**src/rtl/s5ch_pkg.sv**
```systemverilog
// types and constants of the socks5 client handshake
package s5ch_pkg;

  // input operations
  localparam logic [1:0] OP_LOAD  = 2'd0;
  localparam logic [1:0] OP_START = 2'd1;
  localparam logic [1:0] OP_BYTE  = 2'd2;
  localparam logic [1:0] OP_EOF   = 2'd3;

  // result kinds
  localparam logic KIND_TX     = 1'b0;
  localparam logic KIND_STATUS = 1'b1;

  // configuration register indexes
  localparam logic [2:0] CFG_REQ_PW    = 3'd0;
  localparam logic [2:0] CFG_DEST_ADDR = 3'd1;
  localparam logic [2:0] CFG_DEST_PORT = 3'd2;
  localparam logic [2:0] CFG_USER_LEN  = 3'd3;
  localparam logic [2:0] CFG_PASS_LEN  = 3'd4;

  // status codes
  localparam logic [4:0] ST_OK          = 5'd0;
  localparam logic [4:0] ST_EOF         = 5'd1;
  localparam logic [4:0] ST_BAD_LEN     = 5'd2;
  localparam logic [4:0] ST_NOT_SOCKS5  = 5'd3;
  localparam logic [4:0] ST_UNK_METHOD  = 5'd4;
  localparam logic [4:0] ST_ANON_ONLY   = 5'd5;
  localparam logic [4:0] ST_AUTH_REFUSE = 5'd6;
  localparam logic [4:0] ST_AUTH_REQ    = 5'd7;
  localparam logic [4:0] ST_BAD_AUTHVER = 5'd8;
  localparam logic [4:0] ST_AUTH_FAIL   = 5'd9;
  localparam logic [4:0] ST_REPLY_BASE  = 5'd9;
  localparam logic [4:0] ST_UNK_REPLY   = 5'd18;
  localparam logic [4:0] ST_NOT_IPV4    = 5'd19;
  localparam logic [4:0] ST_BAD_LEN_CON = 5'd20;
  localparam logic [4:0] ST_CONNECTED   = 5'd21;

  // protocol bytes
  localparam logic [7:0] SOCKS_VER   = 8'h05;
  localparam logic [7:0] AUTH_VER    = 8'h01;
  localparam logic [7:0] N_METHODS   = 8'h01;
  localparam logic [7:0] METH_NONE   = 8'h00;
  localparam logic [7:0] METH_PASS   = 8'h02;
  localparam logic [7:0] METH_REJECT = 8'hFF;
  localparam logic [7:0] CMD_CONNECT = 8'h01;
  localparam logic [7:0] RSV_BYTE    = 8'h00;
  localparam logic [7:0] ATYP_IPV4   = 8'h01;
  localparam logic [7:0] AUTH_OK     = 8'h00;
  localparam logic [7:0] REP_MAX     = 8'h08;

  localparam int CRED_SLOT = 16;

  typedef struct packed {
    logic [1:0] operation;
    logic [4:0] cred_index;
    logic [7:0] data_byte;
    logic       read_end;
  } in_item_t;

  typedef struct packed {
    logic       kind;
    logic [7:0] tx_data;
    logic       last;
    logic [4:0] status;
  } out_item_t;

  // steps of the request run
  typedef enum logic [4:0] {
    E_VER, E_NMETH, E_METH, E_AUTHVER, E_ULEN, E_UBYTE, E_PLEN, E_PBYTE,
    E_CVER, E_CCMD, E_RSV, E_ATYP, E_A3, E_A2, E_A1, E_A0, E_P1, E_P0
  } emit_step_t;

  // controller to datapath
  typedef struct packed {
    logic       accept;
    logic       emit;
    emit_step_t step;
    logic [3:0] cnt;
  } ctrl_cmd_t;

  // datapath to controller
  typedef struct packed {
    logic       out_free;
    logic       need_pw;
    logic [4:0] ulen;
    logic [4:0] plen;
  } dp_stat_t;

endpackage

```
**src/rtl/s5ch_ctrl.sv**
```systemverilog
// controller: input acceptance and request run sequencing
module s5ch_ctrl
  import s5ch_pkg::*;
(
  input  logic      clk,
  input  logic      rst,
  input  logic      in_valid,
  output logic      in_ready,
  input  logic [1:0] operation,
  input  dp_stat_t  stat,
  output ctrl_cmd_t cmd
);

  typedef enum logic {S_IDLE, S_EMIT} state_t;

  state_t     state;
  emit_step_t step;
  logic [3:0] cnt;
  logic [4:0] cnt_inc;

  assign in_ready = (state == S_IDLE) && stat.out_free;
  assign cnt_inc  = {1'b0, cnt} + 5'd1;

  assign cmd.accept = in_valid && in_ready;
  assign cmd.emit   = (state == S_EMIT) && stat.out_free;
  assign cmd.step   = step;
  assign cmd.cnt    = cnt;

  // state and run step
  always_ff @(posedge clk) begin
    if (rst) begin
      state <= S_IDLE;
      step  <= E_VER;
      cnt   <= '0;
    end else begin
      unique case (state)
        S_IDLE: begin
          if (cmd.accept && operation == OP_START) begin
            state <= S_EMIT;
            step  <= E_VER;
            cnt   <= '0;
          end
        end
        S_EMIT: begin
          if (cmd.emit) begin
            unique case (step)
              E_VER:     step <= E_NMETH;
              E_NMETH:   step <= E_METH;
              E_METH:    step <= stat.need_pw ? E_AUTHVER : E_CVER;
              E_AUTHVER: step <= E_ULEN;
              E_ULEN: begin
                cnt  <= '0;
                step <= (stat.ulen == 5'd0) ? E_PLEN : E_UBYTE;
              end
              E_UBYTE: begin
                if (cnt_inc == stat.ulen) begin
                  step <= E_PLEN;
                end else begin
                  cnt <= cnt_inc[3:0];
                end
              end
              E_PLEN: begin
                cnt  <= '0;
                step <= (stat.plen == 5'd0) ? E_CVER : E_PBYTE;
              end
              E_PBYTE: begin
                if (cnt_inc == stat.plen) begin
                  step <= E_CVER;
                end else begin
                  cnt <= cnt_inc[3:0];
                end
              end
              E_CVER:  step <= E_CCMD;
              E_CCMD:  step <= E_RSV;
              E_RSV:   step <= E_ATYP;
              E_ATYP:  step <= E_A3;
              E_A3:    step <= E_A2;
              E_A2:    step <= E_A1;
              E_A1:    step <= E_A0;
              E_A0:    step <= E_P1;
              E_P1:    step <= E_P0;
              E_P0:    state <= S_IDLE;
              default: state <= S_IDLE;
            endcase
          end
        end
        default: state <= S_IDLE;
      endcase
    end
  end

endmodule

```
**src/rtl/s5ch_dpath.sv**
```systemverilog
// datapath: registers, credential store, reply gathering and judging, output beat
module s5ch_dpath
  import s5ch_pkg::*;
#(
  parameter int CRED_MAX = 16
) (
  input  logic       clk,
  input  logic       rst,
  input  in_item_t   in_data,
  input  logic       cfg_valid,
  input  logic [2:0] cfg_index,
  input  logic [31:0] cfg_data,
  input  ctrl_cmd_t  cmd,
  output dp_stat_t   stat,
  output logic       out_valid,
  input  logic       out_ready,
  output out_item_t  out_data
);

  localparam logic [4:0] CRED_EFF = 5'((CRED_MAX < CRED_SLOT) ? CRED_MAX : CRED_SLOT);

  typedef enum logic [2:0] {
    PH_IDLE, PH_METHOD, PH_AUTH, PH_CONNECT, PH_CONNECTED, PH_CLOSED
  } phase_t;

  logic        require_password;
  logic [31:0] dest_address;
  logic [15:0] dest_port;
  logic [4:0]  user_length;
  logic [4:0]  pass_length;

  logic [7:0]  cred_mem [32];

  phase_t      phase;
  phase_t      phase_next;
  logic [3:0]  rcount;
  logic [7:0]  rb0, rb1, rb3;

  logic [4:0]  ulen_c, plen_c;
  logic [7:0]  tx_byte;
  logic [3:0]  size_full, cnt_after;
  logic [7:0]  b0e, b1e, b3e;
  logic        in_wait, done;
  logic [4:0]  judge_st;

  // credential lengths clamped to slot and limit
  assign ulen_c = (user_length > CRED_EFF) ? CRED_EFF : user_length;
  assign plen_c = (pass_length > CRED_EFF) ? CRED_EFF : pass_length;

  assign stat.out_free = !out_valid || out_ready;
  assign stat.need_pw  = require_password;
  assign stat.ulen     = ulen_c;
  assign stat.plen     = plen_c;

  // request byte for the current run step
  always_comb begin
    unique case (cmd.step)
      E_VER:     tx_byte = SOCKS_VER;
      E_NMETH:   tx_byte = N_METHODS;
      E_METH:    tx_byte = require_password ? METH_PASS : METH_NONE;
      E_AUTHVER: tx_byte = AUTH_VER;
      E_ULEN:    tx_byte = {3'b000, ulen_c};
      E_UBYTE:   tx_byte = cred_mem[{1'b0, cmd.cnt}];
      E_PLEN:    tx_byte = {3'b000, plen_c};
      E_PBYTE:   tx_byte = cred_mem[{1'b1, cmd.cnt}];
      E_CVER:    tx_byte = SOCKS_VER;
      E_CCMD:    tx_byte = CMD_CONNECT;
      E_RSV:     tx_byte = RSV_BYTE;
      E_ATYP:    tx_byte = ATYP_IPV4;
      E_A3:      tx_byte = dest_address[31:24];
      E_A2:      tx_byte = dest_address[23:16];
      E_A1:      tx_byte = dest_address[15:8];
      E_A0:      tx_byte = dest_address[7:0];
      E_P1:      tx_byte = dest_port[15:8];
      E_P0:      tx_byte = dest_port[7:0];
      default:   tx_byte = 8'h00;
    endcase
  end

  // reply gathering with the incoming byte merged in
  assign in_wait   = (phase == PH_METHOD) || (phase == PH_AUTH) || (phase == PH_CONNECT);
  assign size_full = (phase == PH_CONNECT) ? 4'd10 : 4'd2;
  assign cnt_after = rcount + 4'd1;
  assign b0e       = (rcount == 4'd0) ? in_data.data_byte : rb0;
  assign b1e       = (rcount == 4'd1) ? in_data.data_byte : rb1;
  assign b3e       = (rcount == 4'd3) ? in_data.data_byte : rb3;
  assign done      = in_data.read_end || (cnt_after == size_full);

  // reply judgment
  always_comb begin
    judge_st   = ST_OK;
    phase_next = phase;
    case (phase)
      PH_METHOD: begin
        if (cnt_after != 4'd2) begin
          judge_st = ST_BAD_LEN;
        end else if (b0e != SOCKS_VER) begin
          judge_st = ST_NOT_SOCKS5;
        end else if (b1e != METH_NONE && b1e != METH_PASS && b1e != METH_REJECT) begin
          judge_st = ST_UNK_METHOD;
        end else if (require_password) begin
          if (b1e != METH_PASS) begin
            judge_st = (b1e == METH_NONE) ? ST_ANON_ONLY : ST_AUTH_REFUSE;
          end else begin
            phase_next = PH_AUTH;
          end
        end else if (b1e != METH_NONE) begin
          judge_st = ST_AUTH_REQ;
        end else begin
          phase_next = PH_CONNECT;
        end
      end
      PH_AUTH: begin
        if (cnt_after != 4'd2) begin
          judge_st = ST_BAD_LEN;
        end else if (b0e != AUTH_VER) begin
          judge_st = ST_BAD_AUTHVER;
        end else if (b1e != AUTH_OK) begin
          judge_st = ST_AUTH_FAIL;
        end else begin
          phase_next = PH_CONNECT;
        end
      end
      PH_CONNECT: begin
        if (b0e != SOCKS_VER) begin
          judge_st = ST_NOT_SOCKS5;
        end else if (b1e != 8'h00) begin
          judge_st = (b1e <= REP_MAX) ? (ST_REPLY_BASE + b1e[4:0]) : ST_UNK_REPLY;
        end else if (b3e != ATYP_IPV4) begin
          judge_st = ST_NOT_IPV4;
        end else if (cnt_after != 4'd10) begin
          judge_st = ST_BAD_LEN_CON;
        end else begin
          judge_st   = ST_CONNECTED;
          phase_next = PH_CONNECTED;
        end
      end
      default: judge_st = ST_OK;
    endcase
    if (judge_st != ST_OK && judge_st != ST_CONNECTED) begin
      phase_next = PH_CLOSED;
    end
  end

  // credential store, written by load beats
  always_ff @(posedge clk) begin
    if (cmd.accept && in_data.operation == OP_LOAD) begin
      cred_mem[in_data.cred_index] <= in_data.data_byte;
    end
  end

  // output beat payload
  always_ff @(posedge clk) begin
    if (cmd.emit) begin
      out_data.kind    <= KIND_TX;
      out_data.tx_data <= tx_byte;
      out_data.last    <= (cmd.step == E_P0);
      out_data.status  <= ST_OK;
    end else if (cmd.accept && in_wait && in_data.operation == OP_EOF) begin
      out_data.kind    <= KIND_STATUS;
      out_data.tx_data <= 8'h00;
      out_data.last    <= 1'b1;
      out_data.status  <= ST_EOF;
    end else if (cmd.accept && in_wait && in_data.operation == OP_BYTE) begin
      out_data.kind    <= KIND_STATUS;
      out_data.tx_data <= 8'h00;
      out_data.last    <= 1'b1;
      out_data.status  <= judge_st;
    end
  end

  // control state: config, session phase, reply buffer, output valid
  always_ff @(posedge clk) begin
    if (rst) begin
      require_password <= 1'b0;
      dest_address     <= '0;
      dest_port        <= '0;
      user_length      <= '0;
      pass_length      <= '0;
      phase            <= PH_IDLE;
      rcount           <= '0;
      rb0              <= '0;
      rb1              <= '0;
      rb3              <= '0;
      out_valid        <= 1'b0;
    end else begin
      if (cfg_valid) begin
        case (cfg_index)
          CFG_REQ_PW:    require_password <= cfg_data[0];
          CFG_DEST_ADDR: dest_address     <= cfg_data;
          CFG_DEST_PORT: dest_port        <= cfg_data[15:0];
          CFG_USER_LEN:  user_length      <= cfg_data[4:0];
          CFG_PASS_LEN:  pass_length      <= cfg_data[4:0];
          default: ;
        endcase
      end
      if (out_valid && out_ready) begin
        out_valid <= 1'b0;
      end
      if (cmd.emit) begin
        out_valid <= 1'b1;
      end
      if (cmd.accept) begin
        case (in_data.operation)
          OP_START: begin
            phase  <= PH_METHOD;
            rcount <= '0;
            rb0    <= '0;
            rb1    <= '0;
            rb3    <= '0;
          end
          OP_EOF: begin
            if (in_wait) begin
              phase     <= PH_CLOSED;
              rcount    <= '0;
              rb0       <= '0;
              rb1       <= '0;
              rb3       <= '0;
              out_valid <= 1'b1;
            end
          end
          OP_BYTE: begin
            if (in_wait) begin
              if (done) begin
                phase     <= phase_next;
                rcount    <= '0;
                rb0       <= '0;
                rb1       <= '0;
                rb3       <= '0;
                out_valid <= 1'b1;
              end else begin
                rcount <= cnt_after;
                rb0    <= b0e;
                rb1    <= b1e;
                rb3    <= b3e;
              end
            end
          end
          default: ;
        endcase
      end
    end
  end

endmodule

```
**src/rtl/socks5_client_handshake.sv**
```systemverilog
// top level of the socks5 client handshake
//
//   channel  signals                     direction  payload
//   in       in_valid / in_ready         to block   in_data (op, index, byte, read end)
//   out      out_valid / out_ready       from block out_data (kind, tx byte, last, status)
//   cfg      cfg_valid / cfg_ready       to block   cfg_index, cfg_data
//
// a judged reply lands in the output register in the cycle the byte is accepted.
// a start beat emits its request run one byte per cycle from the sequencer while the output
// register is free: 13 bytes without a password, 16 + user + password bytes with one; no input
// beat is taken until the last byte has entered the output register.
// a full output register holds off the input until the beat is taken.
// reset clears config registers, output valid, phase and reply buffer; the credential store is not cleared.
module socks5_client_handshake
  import s5ch_pkg::*;
#(
  parameter int CRED_MAX = 16
) (
  input  logic        clk,
  input  logic        rst,
  input  logic        in_valid,
  output logic        in_ready,
  input  in_item_t    in_data,
  output logic        out_valid,
  input  logic        out_ready,
  output out_item_t   out_data,
  input  logic        cfg_valid,
  output logic        cfg_ready,
  input  logic [2:0]  cfg_index,
  input  logic [31:0] cfg_data
);

  ctrl_cmd_t cmd;
  dp_stat_t  stat;

  assign cfg_ready = 1'b1;

  s5ch_ctrl u_ctrl (
    .clk       (clk),
    .rst       (rst),
    .in_valid  (in_valid),
    .in_ready  (in_ready),
    .operation (in_data.operation),
    .stat      (stat),
    .cmd       (cmd)
  );

  s5ch_dpath #(
    .CRED_MAX (CRED_MAX)
  ) u_dpath (
    .clk       (clk),
    .rst       (rst),
    .in_data   (in_data),
    .cfg_valid (cfg_valid),
    .cfg_index (cfg_index),
    .cfg_data  (cfg_data),
    .cmd       (cmd),
    .stat      (stat),
    .out_valid (out_valid),
    .out_ready (out_ready),
    .out_data  (out_data)
  );

endmodule

```
**config.mk**
```make
export PLATFORM = sky130hd
export DESIGN_NAME = socks5_client_handshake
export DESIGN_NICKNAME = d
export VERILOG_FILES = /design/src/rtl/s5ch_pkg.sv /design/src/rtl/s5ch_ctrl.sv /design/src/rtl/s5ch_dpath.sv /design/src/rtl/socks5_client_handshake.sv
export SDC_FILE = /design/constraint.sdc
export NUM_CORES = 1
export LEC_CHECK = 0
export BUFFER_PORTS_ARGS = -buffer_cell sky130_fd_sc_hd__clkbuf_2
export CORE_ASPECT_RATIO = 1.5
export CORE_MARGIN = 1.5
export CORE_UTILIZATION = 55
export DETAILED_ROUTE_END_ITERATION = 7
export PLACE_DENSITY = 0.77
export SYNTH_ARGS = -nofsm -noshare
export SYNTH_HDL_FRONTEND = slang
export SYNTH_SLANG_ARGS = --single-unit
```
**constraint.sdc**
```tcl
create_clock -name clk -period 3.25 [get_ports clk]
set_input_delay 0.325 -clock clk [delete_from_list [all_inputs] [get_ports clk]]
set_output_delay 0.325 -clock clk [all_outputs]
set_load 0.03 [all_outputs]
```
==> results.md, run 1 <==
- The flow ran to the end, and the final reports show no timing, DRC or antenna violations.
- The count of endpoints failing setup in the final report is 0.
- Power spread over the standard cell area amounts to about 530 mW/mm^2.
- After detailed routing, the number of vias per cell comes to approximately 6.
- The fraction of layout instances using a drive strength above 1 is approximately 22%.
- By instance count, the leading cell after synthesis is sky130_fd_sc_hd__edfxtp_1.
- For this run, design rule violations remaining after detail routing come to 0.
- The count of pins on the block boundary is 74.
- The die covers between 0.03 and 0.04 sq mm.
- Yosys mapped the design onto between 70 and 80 distinct sky130hd cell types.
- The worst register-to-register path ends at u_dpath.phase[0]$_SDFFE_PP0P_.
- The most critical setup path has its startpoint at u_dpath.rcount[1]$_SDFFE_PP0P_.
- Of all flip-flops after synthesis, the portion carrying an async set or reset was 0%.
- The core region area is roughly 0.029 sq mm.
- The clock sink count is 376.
- The leading register cell type out of synthesis is sky130_fd_sc_hd__edfxtp_1.
- The detailed router's first-iteration violation count is between 800 and 900.
- In this run, the combinational gates consume 6.0% of the power.
- Clock tree synthesis selected as its root buffer the cell sky130_fd_sc_hd__clkbuf_16.
- At the later pin of the worst-skew pair, clock insertion delay measures approximately 0.53 ns.
- The slew at the pin closest to its max-slew limit is 0.933 ns.
- During placement, the flow inserted port buffers numbering just over 70.
- Ranked by instance count, the synthesized netlist is headed by 265 x sky130_fd_sc_hd__edfxtp_1, 155 x sky130_fd_sc_hd__nand2_1, 111 x sky130_fd_sc_hd__dfxtp_1, 97 x sky130_fd_sc_hd__nor2_1, 84 x sky130_fd_sc_hd__a21oi_1.
- Headroom to the max-slew limit came out at about 36%.
- The number of warnings issued by yosys is 0.
- Summing all flip-flop and latch instances after layout gives 0.0102 sq mm.
- The worst setup slack before clock tree synthesis is 0.212 ns.
- The hold slack is between 0.015 and 0.02 ns.
- The wire-length estimate of the detail-placed layout is 24800 um.
- After clock tree synthesis, the clock-pin slew on the worst setup and hold paths is ~0.06 ns.
- The initial antenna violation count is 0.
- Of the total power, the clock network draws 40.0%.
- The clock passes through at most 3 buffers.
- CTS built an H-tree with a depth of 2.
- Summed over all layers, the global routing overflow is 0.
- Synthesis inferred about 380 register bits.
- In this run the static leakage power is 6.07 nW.
- The via count of the first global-routing pass is around 10000.
- The kind of start point of the critical path is a flop.
- The proportion of synthesized chip area in sequential cells is between 60% and 70%.
- Summing all multi-input logic gate instances after layout gives 0.00551 sq mm.
- For the worst setup path, the data arrival time is between 3 and 4 ns.
- The synthesized netlist occupies a cell area of 0.0160 sq mm.
- The max-cap check violation count is 0.
- The worst path in the final design needs a cycle of around 3.0 ns, including I/O delays and setup.
- From bottom edge to top edge, the die measures between 200 and 250 um.
- The start-to-end type of the worst setup path is flop to flop.
- The final count of hold timing violations is 0.
- The area added between synthesis and finish is 13.7%.
- In this run the worst path has a maximum fanout of 6.
- The count of nets left with antenna violations once routing finished came out at 0.
- The filler cells instantiated in the layout total 2039.
- The cell depth of the worst flop-to-flop path is 13.
- The average wire per cell in the routed design is 21.6 um.
- In this run switching power makes up a little over a fifth of total power.
- Counting the buffers created by CTS gives 35.
- Entering global routing, the biggest net connects 65 pins.
- The number of enable-type register cells in the synthesized netlist is approximately 270.
- The net count reported at finish is 1338.
- The clock tree from TritonCTS is built.
- For this configuration, the core starts out at a cell density of a little under three fifths.
- Yosys attributes the largest share of cell area to sky130_fd_sc_hd__edfxtp_1 50%, sky130_fd_sc_hd__dfxtp_1 14%, sky130_fd_sc_hd__mux4_2 11%, sky130_fd_sc_hd__nand2_1 3.6%, sky130_fd_sc_hd__a21oi_1 2.6%.
- Following the worst setup path forward leads to its endpoint at u_dpath.phase[0]$_SDFFE_PP0P_.
- The total count of max-transition violations in the final report came to 0.
- The cell type with the highest aggregate area in the netlist is sky130_fd_sc_hd__edfxtp_1.
- The routed wire length is around 37000 um.
- The congestion estimate from routability-driven global placement came to about 0.92.
- The worst setup path is captured at a flop.
- The total inserted antenna cells is 0.
- The worst hold path belongs to the class input port to flop.
- Once routing completed, OpenROAD measured the worst setup slack at about 0.23 ns.
- Across the routed clock network, the largest skew measured is roughly 0.011 ns.
- The number of cells produced by synthesis is 1173.
- Of the total power, registers draw between 50% and 60%.
- The first global-routing pass estimated approximately 56000 um of wire.
- For the worst setup path, the data required time is between 3 and 4 ns.
- The signal on the critical path passes through inv_2, ha_1, nor3b_4, mux2i_2, ha_2, inv_1, a211oi_4, xor2_2, and2_4, nand2_1, nand4_1, mux2i_2, a21oi_1.
- The number of rows in the core area is 76.
- The routed layout has approximately 10000 vias.
- The cell internal power dissipation is 7.57 mW.
- The slowest stage cell on the critical path is sky130_fd_sc_hd__nor3b_4.
- The synthesized design devotes to its leading area cell type approximately half of total area.
- The mean instance size in the synthesized netlist is about 14 sq um.
- VDD sags by at most between 0.3 and 0.4 mV.
- Global routing used about a quarter of the available tracks.
- The synthesized net count is about 1200.
- The highest achievable clock rate is roughly 330 MHz.
- The worst register-to-register path begins at u_dpath.rcount[1]$_SDFFE_PP0P_.
- The most numerous cell type found on the critical path is sky130_fd_sc_hd__mux2i_2.
- Setup slack on the worst reg-to-reg path comes out at between 0.2 and 0.25 ns.
- On the worst path, the slowest cell contributes a delay of 0.36 ns.
- In this run the power spent charging and discharging nets is roughly 2.1 mW.
- The first-pass detailed-route iteration total is 5.
- Cells fill 63.5% of the core in the end.
- The final critical path takes up 93.0% of the cycle.
- The chip width is ~140 um.
## cells in the final DEF, fill, tap and decap left out, types with 5 or more instances in the layout
cell                        instances
sky130_fd_sc_hd__nand2b_1           8
sky130_fd_sc_hd__a21oi_1           84
sky130_fd_sc_hd__buf_4             58
sky130_fd_sc_hd__o21ai_0           28
sky130_fd_sc_hd__o21ai_1            5
sky130_fd_sc_hd__a31oi_1            6
sky130_fd_sc_hd__nor2b_1           11
sky130_fd_sc_hd__nor2_1            97
sky130_fd_sc_hd__and3_1             7
sky130_fd_sc_hd__nand2_1          155
sky130_fd_sc_hd__clkbuf_1          10
sky130_fd_sc_hd__nand4_1           12
sky130_fd_sc_hd__dfxtp_1          107
sky130_fd_sc_hd__a22o_1             5
sky130_fd_sc_hd__a211oi_1           6
sky130_fd_sc_hd__mux2i_1           28
sky130_fd_sc_hd__edfxtp_1         265
sky130_fd_sc_hd__clkbuf_16         37
sky130_fd_sc_hd__a22oi_1           18
sky130_fd_sc_hd__inv_1             11
sky130_fd_sc_hd__xor2_1             5
sky130_fd_sc_hd__nand3b_1           6
sky130_fd_sc_hd__mux4_2            80
sky130_fd_sc_hd__ha_1               5
sky130_fd_sc_hd__nor4_1             5
sky130_fd_sc_hd__and2_1             7
sky130_fd_sc_hd__a221oi_1           6
sky130_fd_sc_hd__or3_1              5
sky130_fd_sc_hd__nand3_1           22
sky130_fd_sc_hd__clkbuf_2          72
sky130_fd_sc_hd__clkinv_1           6
sky130_fd_sc_hd__nor3_1            17
## flip-flops by register name, indices dropped and copies added, names as in the netlist, named ones only
| signal | cells |
|---|---|
| u_dpath.out_data | 15 |
| u_dpath.dest_address | 32 |
| u_dpath.rb0 | 8 |
| u_dpath.out_valid | 1 |
| u_dpath.cred_mem | 256 |
| u_dpath.rb3 | 8 |
| u_dpath.user_length | 5 |
| u_dpath.rcount | 4 |
| u_ctrl.cnt | 4 |
| u_dpath.dest_port | 16 |
| u_dpath.pass_length | 5 |
| u_dpath.require_password | 1 |
| u_ctrl.state | 1 |
| u_ctrl.step | 5 |
| u_dpath.phase | 3 |
| u_dpath.rb1 | 8 |
## metal layers
layer  up-vias  global-route usage [%]  wire length, um
li1       4687                       -                -
met1      4990                    28.5            13400
met2       428                    44.1            19100
met3        90                    4.68             2260
met4         0                    13.3             1820
met5         -                       0                0
## area by class of cell
type	instances	share of cell area [%]
inverters	12	0.248
well taps	390	2.68
repair buffers	134	4.82
flip-flops and latches	376	56.0
multi-input cells	717	30.3
clock buffers	48	5.38
clock inverters	14	0.516
## worst min-delay path by stage
stage / startpoint / cells after the start / slack, ns / endpoint
after floorplan: in_data[1] / 0 / 0.42 / u_dpath.cred_mem[0][0]$_DFFE_PP_
after global placement: u_dpath.dest_address[0]$_SDFFE_PP0P_ / 2 / 0.44 / u_dpath.dest_address[0]$_SDFFE_PP0P_
after detailed placement: u_dpath.dest_port[9]$_SDFFE_PP0P_ / 2 / 0.45 / u_dpath.dest_port[9]$_SDFFE_PP0P_
after CTS: cfg_data[31] / 3 / 0.006 / u_dpath.dest_address[31]$_SDFFE_PP0P_
after global routing: cfg_data[8] / 3 / 0.03 / u_dpath.dest_address[8]$_SDFFE_PP0P_
final: cfg_data[18] / 3 / 0.02 / u_dpath.dest_address[18]$_SDFFE_PP0P_
## repair_timing
| item | in CTS | in global routing |
|---|---|---|
| setup buffers | 0 | 2 |
| hold buffers | 0 | 0 |
| setup endpoints to repair | 0 | 3 |
| resized for setup | 0 | 10 |
## kinds of logic (layout without fill, tap and decap cells)
| group | count (synthesis) | in the layout | synth area share (%) |
|---|---|---|---|
| and+or+nand+nor | 380 | 380 | 11.1 |
| muxes | 110 | 110 | 13.1 |
| DFF | 376 | 376 | 63.7 |
| buffers and inverters | 80 | 208 | 2.07 |
| other | 1 | 1 | 0.0235 |
| xor gates and xnor gates | 13 | 13 | 1.03 |
| AOI/OAI and AO/OA | 207 | 207 | 8.48 |
| adders and majority gates | 6 | 6 | 0.470 |
## power groups by stage
stage               logic, mW  clock network [mW]  registers (mW)
finish                  0.582                3.87            5.22
global route            0.634                4.11            5.23
CTS                     0.562                3.93            5.22
detailed placement      0.558                   0            5.33
global placement        0.546                   0            5.32
floorplan               0.312                   0            5.35
## worst max-delay path: cells and delay by family, from the launching register on
family | cells | cell delay (ns)
compound gates | 2 | 0.38
xor+xnor | 1 | 0.21
fa+ha+maj | 2 | 0.39
buf+inv | 2 | 0.17
flops | 1 | 0.35
mux | 2 | 0.62
simple gates | 4 | 0.78
## stage by stage
step                      setup TNS [ns]  power [mW]  area (sq um)  std cells
final                                  0        9.68         18200       1691
after global routing             -0.0139        9.98         18200       1691
after CTS                              0        9.72         18100       1689
after detailed placement               0        5.88         17100       1627
after global placement                 0        5.87         17100       1627
after floorplan                        0        5.66         16000       1173
Power figures use the tool's default switching activity.
==> inputs of run 2 (changes only) <==
- SYNTH_HIERARCHICAL: not set -> 1
==> results.md, run 2 <==
- The number of cells produced by synthesis is 1188 (was 1173).
- The total instance count after detailed placement is 1644 (was 1627).
- The cell depth of the worst flop-to-flop path came to 12 (was 13).
- The register-to-register setup slack is 0.14 ns (was 0.23 ns).
- The number of input and output port buffers inserted is 72 (unchanged).
- The clock root buffer is sky130_fd_sc_hd__clkbuf_16 (unchanged).
- The worst reg2reg path endpoint is u_dpath/phase[1]$_SDFFE_PP0P_ (was u_dpath.phase[0]$_SDFFE_PP0P_).
- The highest ir drop seen on vdd is 0.330 mV (was 0.366 mV).
- The maximum fanout along the worst path was 11 (was 6).
- The detailed-route DRC error count came to 0 (unchanged).
- The highest achievable clock rate is 321 MHz (was 331 MHz).
- The largest net degree at the start of global routing was 71 (was 65).
- The required time of the worst setup path is 3.69 ns (was 3.65 ns).
- The count of different cell masters after synthesis was 78 (was 76).
- The library cell appearing most often on the critical path is sky130_fd_sc_hd__buf_4 (was sky130_fd_sc_hd__mux2i_2).
- The number of hold buffers added after cts is 0 (unchanged).
- The data arrival time at the worst-slack endpoint is 3.55 ns (was 3.43 ns).
- The total inserted antenna cells is 0 (unchanged).
- The area share of the largest cell type after synthesis is 49.5% (was 49.8%).
- The count of endpoints failing setup in the final report is 0 (unchanged).
- Highest-count cells in the layout ignoring fill and taps: 265 x sky130_fd_sc_hd__edfxtp_1, 151 x sky130_fd_sc_hd__nand2_1, 104 x sky130_fd_sc_hd__dfxtp_1 (was 265 x sky130_fd_sc_hd__edfxtp_1, 155 x sky130_fd_sc_hd__nand2_1, 107 x sky130_fd_sc_hd__dfxtp_1).
- The HPWL reported at the end of detailed placement came to 24000 um (was 24800 um).
- The number of warnings issued by yosys is 6 (was 0).
- The area added between synthesis and finish is 13.6% (was 13.7%).
- The synthesized net count is 1250 (was 1235).
- Cell-by-cell trace of the critical path: buf_4, inv_1, ha_1, nor3b_2, buf_4, and2_1, a32oi_1, nor3_1, or4_1, mux2_4, o31a_1, nor3_2 (was inv_2, ha_1, nor3b_4, mux2i_2, ha_2, inv_1, a211oi_4, xor2_2, and2_4, nand2_1, nand4_1, mux2i_2, a21oi_1).
- The cell count of the worst hold path is 3 (unchanged).
- The slowest stage cell on the critical path is sky130_fd_sc_hd__a32oi_1 (was sky130_fd_sc_hd__nor3b_4).
- The post-layout total power came to 9.37 mW (was 9.68 mW).
- The max-cap check violation count is 0 (unchanged).
- The proportion of synthesized chip area in sequential cells is 62.8% (was 63.7%).
- The cell type with the highest aggregate area in the netlist is sky130_fd_sc_hd__edfxtp_1 (unchanged).
- The initial antenna violation count is 1 (was 0).
- The buffer and inverter count on the worst path was 3 (was 2).
- The area of the die came to 0.0303 sq mm (was 0.0301 sq mm).
- The minimum period implied by the final worst setup slack is 3.11 ns (was 3.02 ns).
- The post-detailed-route count of antenna-violating nets was 0 (unchanged).
- The count of pins on the block boundary is 74 (unchanged).
- The count of placed standard cells in the final layout, fillers left out came to 1710 (was 1691).
- The starting utilization of the core area is 56.0% (was 55.9%).
- The hold path startpoint is cfg_data[31] (was cfg_data[18]).
- The kind of start point of the critical path is a flop (unchanged).
- The clock sink count came to 372 (was 376).
- The mean instance size in the synthesized netlist is 13.5 sq um (was 13.6 sq um).
- The summed area of non-filler cells in the final layout is 0.0183 sq mm (was 0.0182 sq mm).
- The net count reported at finish is 1358 (was 1338).
- The placer's final routability congestion estimate is 0.907 (was 0.921).
- Setup repair after global routing could not meet its margin everywhere.
- Commonest cells in the netlist: 265 x sky130_fd_sc_hd__edfxtp_1, 151 x sky130_fd_sc_hd__nand2_1, 107 x sky130_fd_sc_hd__dfxtp_1, 100 x sky130_fd_sc_hd__nor2_1, 96 x sky130_fd_sc_hd__a21oi_1 (was 265 x sky130_fd_sc_hd__edfxtp_1, 155 x sky130_fd_sc_hd__nand2_1, 111 x sky130_fd_sc_hd__dfxtp_1, 97 x sky130_fd_sc_hd__nor2_1, 84 x sky130_fd_sc_hd__a21oi_1).
- The endpoint type of the worst setup path is a flop (unchanged).
- The core region area was 0.0287 sq mm (was 0.0286 sq mm).
- The final total negative setup slack is 0 ns (unchanged).
- The routed wire length came to 36800 um (was 36600 um).
- The via total after detailed routing came to 10300 (was 10200).
- The final period utilization is 95.7% (was 93.0%).
- The worst clock skew on the final layout came to 0.0166 ns (was 0.0109 ns).
- The average wire per cell in the routed design came to 21.5 um (was 21.6 um).
- The overall overflow remaining after global route is 0 (unchanged).
- The most common cell after layout, fill and taps aside is sky130_fd_sc_hd__edfxtp_1 (unchanged).
- The total count of max-transition violations in the final report is 0 (unchanged).
- The clock insertion delay at the later pin of the skew report is 0.52 ns (was 0.53 ns).
- The worst setup slack before clock tree synthesis came to 0.0247 ns (was 0.212 ns).
- The hold slack is 0.0196 ns (was 0.0176 ns).
- The number of enable-type register cells in the synthesized netlist is 265 (unchanged).
- The register bit count reported by yosys is 372 (was 376).
- The worst min-delay path endpoint is u_dpath/dest_address[31]$_SDFFE_PP0P_ (was u_dpath.dest_address[18]$_SDFFE_PP0P_).
- The wire length of the first global-routing pass is 56800 um (was 56400 um).
- The number of rows in the core area came to 76 (unchanged).
- The critical path's largest stage delay is 0.57 ns (was 0.36 ns).
- The register name with the most flops is u_dpath/cred_mem (was u_dpath.cred_mem).
- The CTS buffer count was 34 (was 35).
- The reg-to-reg startpoint is u_dpath/rcount[0]$_SDFFE_PP0P_ (was u_dpath.rcount[1]$_SDFFE_PP0P_).
- The leading register cell type out of synthesis is sky130_fd_sc_hd__edfxtp_1 (unchanged).
- The leakage power is 5.99 nW (was 6.07 nW).
- The first-pass detailed-route iteration total is 5 (unchanged).
- The vertical die dimension was 212 um (about the same).
- Top cells by area in the synthesized netlist: sky130_fd_sc_hd__edfxtp_1 49%, sky130_fd_sc_hd__dfxtp_1 13%, sky130_fd_sc_hd__mux4_2 12%, sky130_fd_sc_hd__nand2_1 3.5%, sky130_fd_sc_hd__a21oi_1 3.0% (was sky130_fd_sc_hd__edfxtp_1 50%, sky130_fd_sc_hd__dfxtp_1 14%, sky130_fd_sc_hd__mux4_2 11%, sky130_fd_sc_hd__nand2_1 3.6%, sky130_fd_sc_hd__a21oi_1 2.6%).
- The worst min-delay path category was input port to flop (unchanged).
- The critical path's top delay family was simple AND/OR/NAND/NOR gates (unchanged).
- Status: finished, final reports clean (unchanged).
- The start-to-end type of the worst setup path is flop to flop (unchanged).
- The fraction of layout instances using a drive strength above 1 came to 24.2% (was 22.4%).
- The worst-case headroom to the max-slew limit is 49.0% (was 36.2%).
- The share of synthesized registers carrying an async set or reset is 0% (unchanged).
- The final count of hold timing violations was 0 (unchanged).
- The cell area after technology mapping is 0.0161 sq mm (was 0.0160 sq mm).
- The clock slew seen by the registers of the worst setup and hold paths is 0.06 ns (about the same).
- The maximum level of the CTS H-tree is 2 (unchanged).
- The via count of the first global-routing pass came to 10400 (was 10300).
- The via-per-instance ratio was 6.03 (about the same).
- The chip width is 143 um (was 142 um).
- The flip-flop count of the largest register, all copies and words added is 256 (unchanged).
- The most used standard cell by instance count after synthesis was sky130_fd_sc_hd__edfxtp_1 (unchanged).
- The slew at the pin closest to its max-slew limit is 0.764 ns (was 0.933 ns).
- Biggest regs: u_dpath/cred_mem (256), u_dpath/dest_address (32), u_dpath/dest_port (16) (was u_dpath.cred_mem (256), u_dpath.dest_address (32), u_dpath.dest_port (16)).
- The deepest clock path buffer count is 3 (unchanged).
- The final setup slack of the worst path is 0.140 ns (was 0.227 ns).
- The cell area reported after detailed placement is 0.0172 sq mm (was 0.0171 sq mm).
- The core occupancy in the finished layout is 63.6% (was 63.5%).
- The clock tree from TritonCTS was built (unchanged).
- The detailed router's first-iteration violation count was 892 (was 816).
- The global router's overall resource usage was 24.9% (about the same).
- The power per unit of standard cell area came to 513 mW/mm^2 (was 532 mW/mm^2).
run 2: worst max-delay path by stage:
stage,startpoint,to,slack (ns),cells past startpoint
floorplan,u_dpath/rcount[0]$_SDFFE_PP0P_,u_dpath/phase[1]$_SDFFE_PP0P_,0.01,15
global placement,u_dpath/rcount[1]$_SDFFE_PP0P_,u_dpath/phase[1]$_SDFFE_PP0P_,0.13,14
detailed placement,u_dpath/rcount[1]$_SDFFE_PP0P_,u_dpath/phase[1]$_SDFFE_PP0P_,0.02,14
CTS,u_dpath/rcount[1]$_SDFFE_PP0P_,u_dpath/phase[1]$_SDFFE_PP0P_,0.03,14
global route,u_dpath/rcount[1]$_SDFFE_PP0P_,u_dpath/phase[1]$_SDFFE_PP0P_,-0.10,13
finish,u_dpath/rcount[0]$_SDFFE_PP0P_,u_dpath/phase[1]$_SDFFE_PP0P_,0.14,12
run 2: tightest hold or removal path, cell delays in order:
cell                       delay [ns]
sky130_fd_sc_hd__clkbuf_2        0.08
sky130_fd_sc_hd__nand2_1         0.05
sky130_fd_sc_hd__a21oi_1         0.05
run 2: per-layer routing:
metal	GRT usage, %	routed length [um]	vias to the layer above	part of all wire [%]
li1	-	-	4711	-
met1	29.0	13900	5126	38
met2	45.5	19700	371	53
met3	3.51	1900	95	5.1
met4	10.6	1400	0	3.8
met5	0	0	-	0
run 2: final cells by class:
type / instances / area, sq um
clock buffers: 45 / 913
clock inverters: 15 / 75.1
fillers: 2110 / 10400
inverters: 14 / 52.6
multi-input cells: 729 / 5690
flip-flops and latches: 372 / 10100
well taps: 390 / 488
repair buffers: 145 / 946
run 2: cell families (layout without fill, tap and decap cells):
family,after synthesis,in the layout,share of synthesized area (%)
and+or+nand+nor,399,399,12.1
DFF,372,372,62.8
AOI/OAI and AO/OA,183,183,7.00
muxes,121,121,14.3
buffers and inverters,87,219,2.21
xor gates and xnor gates,19,19,1.17
adders and majority gates,6,6,0.467
other,1,1,0.0233
run 2: where the power goes:
group	internal [mW]	switching, mW	total (mW)
combinational	0.204	0.363	0.567
clock	1.98	1.66	3.64
sequential	5.12	0.0368	5.16
total	7.31	2.05	9.37
run 2: what timing repair did:
item,in CTS,in global routing
resized for setup,1,15
endpoints found under the setup margin,1,4
buffers inserted,0,6
pin swaps,0,9
==> inputs of run 3 (changes only) <==
- HOLD_SLACK_MARGIN: not set -> 0.06
- clock period: 3.25 -> 3.8 ns (I/O delays scaled with it)
==> results.md, run 3 (synthesized netlist as in run 2, its figures left out) <==
- The vertical die dimension is 212 um (unchanged).
- The placer's final routability congestion estimate is 0.892 (was 0.907).
- The clock sink count was 372 (unchanged).
- The share of total power consumed by net switching is 21.6% (was 21.9%).
- The power per unit of standard cell area was 459 mW/mm^2 (was 513 mW/mm^2).
- The final total negative setup slack is 0 ns (unchanged).
- Biggest regs: u_dpath/cred_mem (256), u_dpath/dest_address (32), u_dpath/dest_port (16) (unchanged).
- The end of the critical path is u_dpath/phase[1]$_SDFFE_PP0P_ (unchanged).
- The starting utilization of the core area is 56.0% (unchanged).
- The maximum fanout along the worst path is 8 (was 11).
- The number of input and output port buffers inserted is 72 (unchanged).
- The clock root buffer is sky130_fd_sc_hd__clkbuf_16 (unchanged).
- The via-per-instance ratio is 6.13 (was 6.03).
- The wire length on met3 is 2260 um (was 1900 um).
- The count of endpoints failing setup in the final report is 0 (unchanged).
- The core occupancy in the finished layout is 62.5% (was 63.6%).
- The wire length of the first global-routing pass is 57300 um (was 56800 um).
- Setup repair after global routing missed its margin: no (was yes).
- The highest ir drop seen on vdd came to 0.256 mV (was 0.330 mV).
- The detailed router's first-iteration violation count is 990 (was 892).
- The HPWL reported at the end of detailed placement is 24200 um (was 24000 um).
- The slew at the pin closest to its max-slew limit was 1.12 ns (was 0.764 ns).
- The area of the die is 0.0303 sq mm (unchanged).
- Status: finished, final reports clean (unchanged).
- The overall overflow remaining after global route came to 0 (unchanged).
- The count of buffers added by post-CTS timing repair for setup came to 0 (unchanged).
- The via count of the first global-routing pass is 10300 (was 10400).
- The core region area is 0.0287 sq mm (unchanged).
- The total inserted antenna cells came to 0 (unchanged).
- The maximum level of the CTS H-tree was 2 (unchanged).
- The clock slew seen by the registers of the worst setup and hold paths is 0.06 ns (about the same).
- The register name with the most flops is u_dpath/cred_mem (unchanged).
- The hold slack came to 0.0747 ns (was 0.0196 ns).
- The minimum period implied by the final worst setup slack is 3.42 ns (was 3.11 ns).
- The area added between synthesis and finish came to 11.5% (was 13.6%).
- The routed wire length is 36800 um (about the same).
- The leakage power is 5.78 nW (was 5.99 nW).
- The max-cap check violation count is 0 (unchanged).
- The chip width came to 143 um (unchanged).
- The final count of hold timing violations came to 0 (unchanged).
- Highest-count cells in the layout ignoring fill and taps: 265 x sky130_fd_sc_hd__edfxtp_1, 151 x sky130_fd_sc_hd__nand2_1, 105 x sky130_fd_sc_hd__dfxtp_1 (was 265 x sky130_fd_sc_hd__edfxtp_1, 151 x sky130_fd_sc_hd__nand2_1, 104 x sky130_fd_sc_hd__dfxtp_1).
- The post-detailed-route count of antenna-violating nets is 0 (unchanged).
- The initial antenna violation count came to 2 (was 1).
- The via total after detailed routing is 10200 (was 10300).
- The detailed-route wire length on metal 1 is 13400 um (was 13900 um).
- The worst-case headroom to the max-slew limit is 25.0% (was 49.0%).
- The net count reported at finish is 1309 (was 1358).
- The deepest clock path buffer count was 3 (unchanged).
- The endpoint type of the worst setup path is a flop (unchanged).
- The CTS buffer count is 34 (unchanged).
- The number of rows in the core area came to 76 (unchanged).
- The largest net degree at the start of global routing is 71 (unchanged).
- The start-to-end type of the worst setup path is flop to flop (unchanged).
- The kind of start point of the critical path is a flop (unchanged).
- The required time of the worst setup path is 4.25 ns (was 3.69 ns).
- The net switching component of the power came to 1.78 mW (was 2.05 mW).
- The worst clock skew on the final layout is 0.0142 ns (was 0.0166 ns).
- The reg-to-reg startpoint is u_dpath/rcount[0]$_SDFFE_PP0P_ (unchanged).
- The flip-flop count of the largest register, all copies and words added was 256 (unchanged).
- The post-cts repair resize count is 0 (was 1).
- The clock tree from TritonCTS was built (unchanged).
- The total count of max-transition violations in the final report is 0 (unchanged).
- The count of pins on the block boundary is 74 (unchanged).
- The cell internal power dissipation is 6.46 mW (was 7.31 mW).
- The data arrival time at the worst-slack endpoint came to 3.87 ns (was 3.55 ns).
- The sequential group share of total power came to 53.6% (was 55.1%).
- The worst reg2reg path endpoint was u_dpath/phase[1]$_SDFFE_PP0P_ (unchanged).
- The top routing layer in use is met5 (was met4).
- The final period utilization was 89.9% (was 95.7%).
- The critical path startpoint is u_dpath/rcount[0]$_SDFFE_PP0P_ (unchanged).
- The global router's overall resource usage is 25.1% (was 24.9%).
- The amount of wire on met2 after detailed routing is 19200 um (was 19700 um).
- The combinational share of power is 5.3% (was 6.1%).
- The detailed-route DRC error count came to 0 (unchanged).
- The highest achievable clock rate is 293 MHz (was 321 MHz).
- The fraction of layout instances using a drive strength above 1 was 20.6% (was 24.2%).
- The most common cell after layout, fill and taps aside is sky130_fd_sc_hd__edfxtp_1 (unchanged).
- The proportion of power drawn by the clock network is 41.1% (was 38.9%).
- The first-pass detailed-route iteration total came to 8 (was 5).
- The average wire per cell in the routed design came to 22.1 um (was 21.5 um).
- The worst min-delay path category is input port to flop (unchanged).
- The cell depth of the worst flop-to-flop path came to 13 (was 12).
- The post-layout total power was 8.24 mW (was 9.37 mW).
- The register-to-register setup slack came to 0.38 ns (was 0.14 ns).
- The clock insertion delay at the later pin of the skew report is 0.53 ns (was 0.52 ns).
- The number of hold buffers added after cts came to 0 (unchanged).
[run 3: cell types whose count changed in the layout (fill, tap and decap cells not counted), sizes merged]
| cell | change |
|---|---|
| clkinvlp | -3 |
| buf | -49 |
| bufinv | +3 |
| clkbuf | +1 |
[run 3: area by class of cell]
cell class	count	area, sq um
multi-input combinational	729	5640
tap	390	488
inverter	14	52.6
clock buffer	46	927
clock inverter	15	171
sequential	372	10100
timing repair buffer	96	553
fill	2138	10800
[run 3: routing by layer]
metal,vias to the layer above,GRT usage (%)
li1,4609,-
met1,5018,29.2
met2,441,44.1
met3,119,4.03
met4,2,13.5
met5,-,0
[run 3: power groups by stage]
| stage | clock (mW) | sequential, mW | combinational (mW) |
|---|---|---|---|
| after floorplan | 0 | 4.52 | 0.239 |
| after global placement | 0 | 4.50 | 0.425 |
| after detailed placement | 0 | 4.50 | 0.437 |
| after CTS | 3.43 | 4.41 | 0.439 |
| after global routing | 3.58 | 4.42 | 0.481 |
| final | 3.38 | 4.41 | 0.439 |
[run 3: worst min path at each step]
| stage | from | to | slack [ns] | cells after the start |
|---|---|---|---|---|
| detailed placement | u_dpath/dest_port[12]$_SDFFE_PP0P_ | u_dpath/dest_port[12]$_SDFFE_PP0P_ | 0.45 | 2 |
| finish | cfg_data[19] | u_dpath/dest_address[19]$_SDFFE_PP0P_ | 0.07 | 3 |
| global route | cfg_data[19] | u_dpath/dest_address[19]$_SDFFE_PP0P_ | 0.09 | 3 |
| floorplan | u_dpath/rb0[7]$_SDFFE_PP0P_ | u_dpath/rb0[7]$_SDFFE_PP0P_ | 0.43 | 2 |
| CTS | cfg_data[18] | u_dpath/dest_address[18]$_SDFFE_PP0P_ | 0.06 | 3 |
| global placement | u_dpath/out_data[14]$_SDFFE_PP0P_ | u_dpath/out_data[14]$_SDFFE_PP0P_ | 0.43 | 2 |
[run 3: critical path: stages, from the launching register on]
cell	delay, ns
sky130_fd_sc_hd__dfxtp_1	0.48
sky130_fd_sc_hd__ha_1	0.19
sky130_fd_sc_hd__nor3b_2	0.30
sky130_fd_sc_hd__mux2i_1	0.33
sky130_fd_sc_hd__ha_1	0.27
sky130_fd_sc_hd__nand2b_1	0.07
sky130_fd_sc_hd__a211oi_1	0.24
sky130_fd_sc_hd__a31oi_1	0.12
sky130_fd_sc_hd__or3_1	0.36
sky130_fd_sc_hd__a21oi_1	0.15
sky130_fd_sc_hd__nor2_1	0.06
sky130_fd_sc_hd__a311o_1	0.37
sky130_fd_sc_hd__o31a_1	0.32
sky130_fd_sc_hd__nor3_2	0.10
[run 3: per-stage QoR]
step                instance area, sq um  instances  setup slack (ns)
global route                       17900       1662            0.0619
finish                             17900       1662             0.383
floorplan                          16100       1188             0.451
CTS                                17900       1662             0.372
detailed placement                 16800       1601             0.393
global placement                   16800       1601             0.519
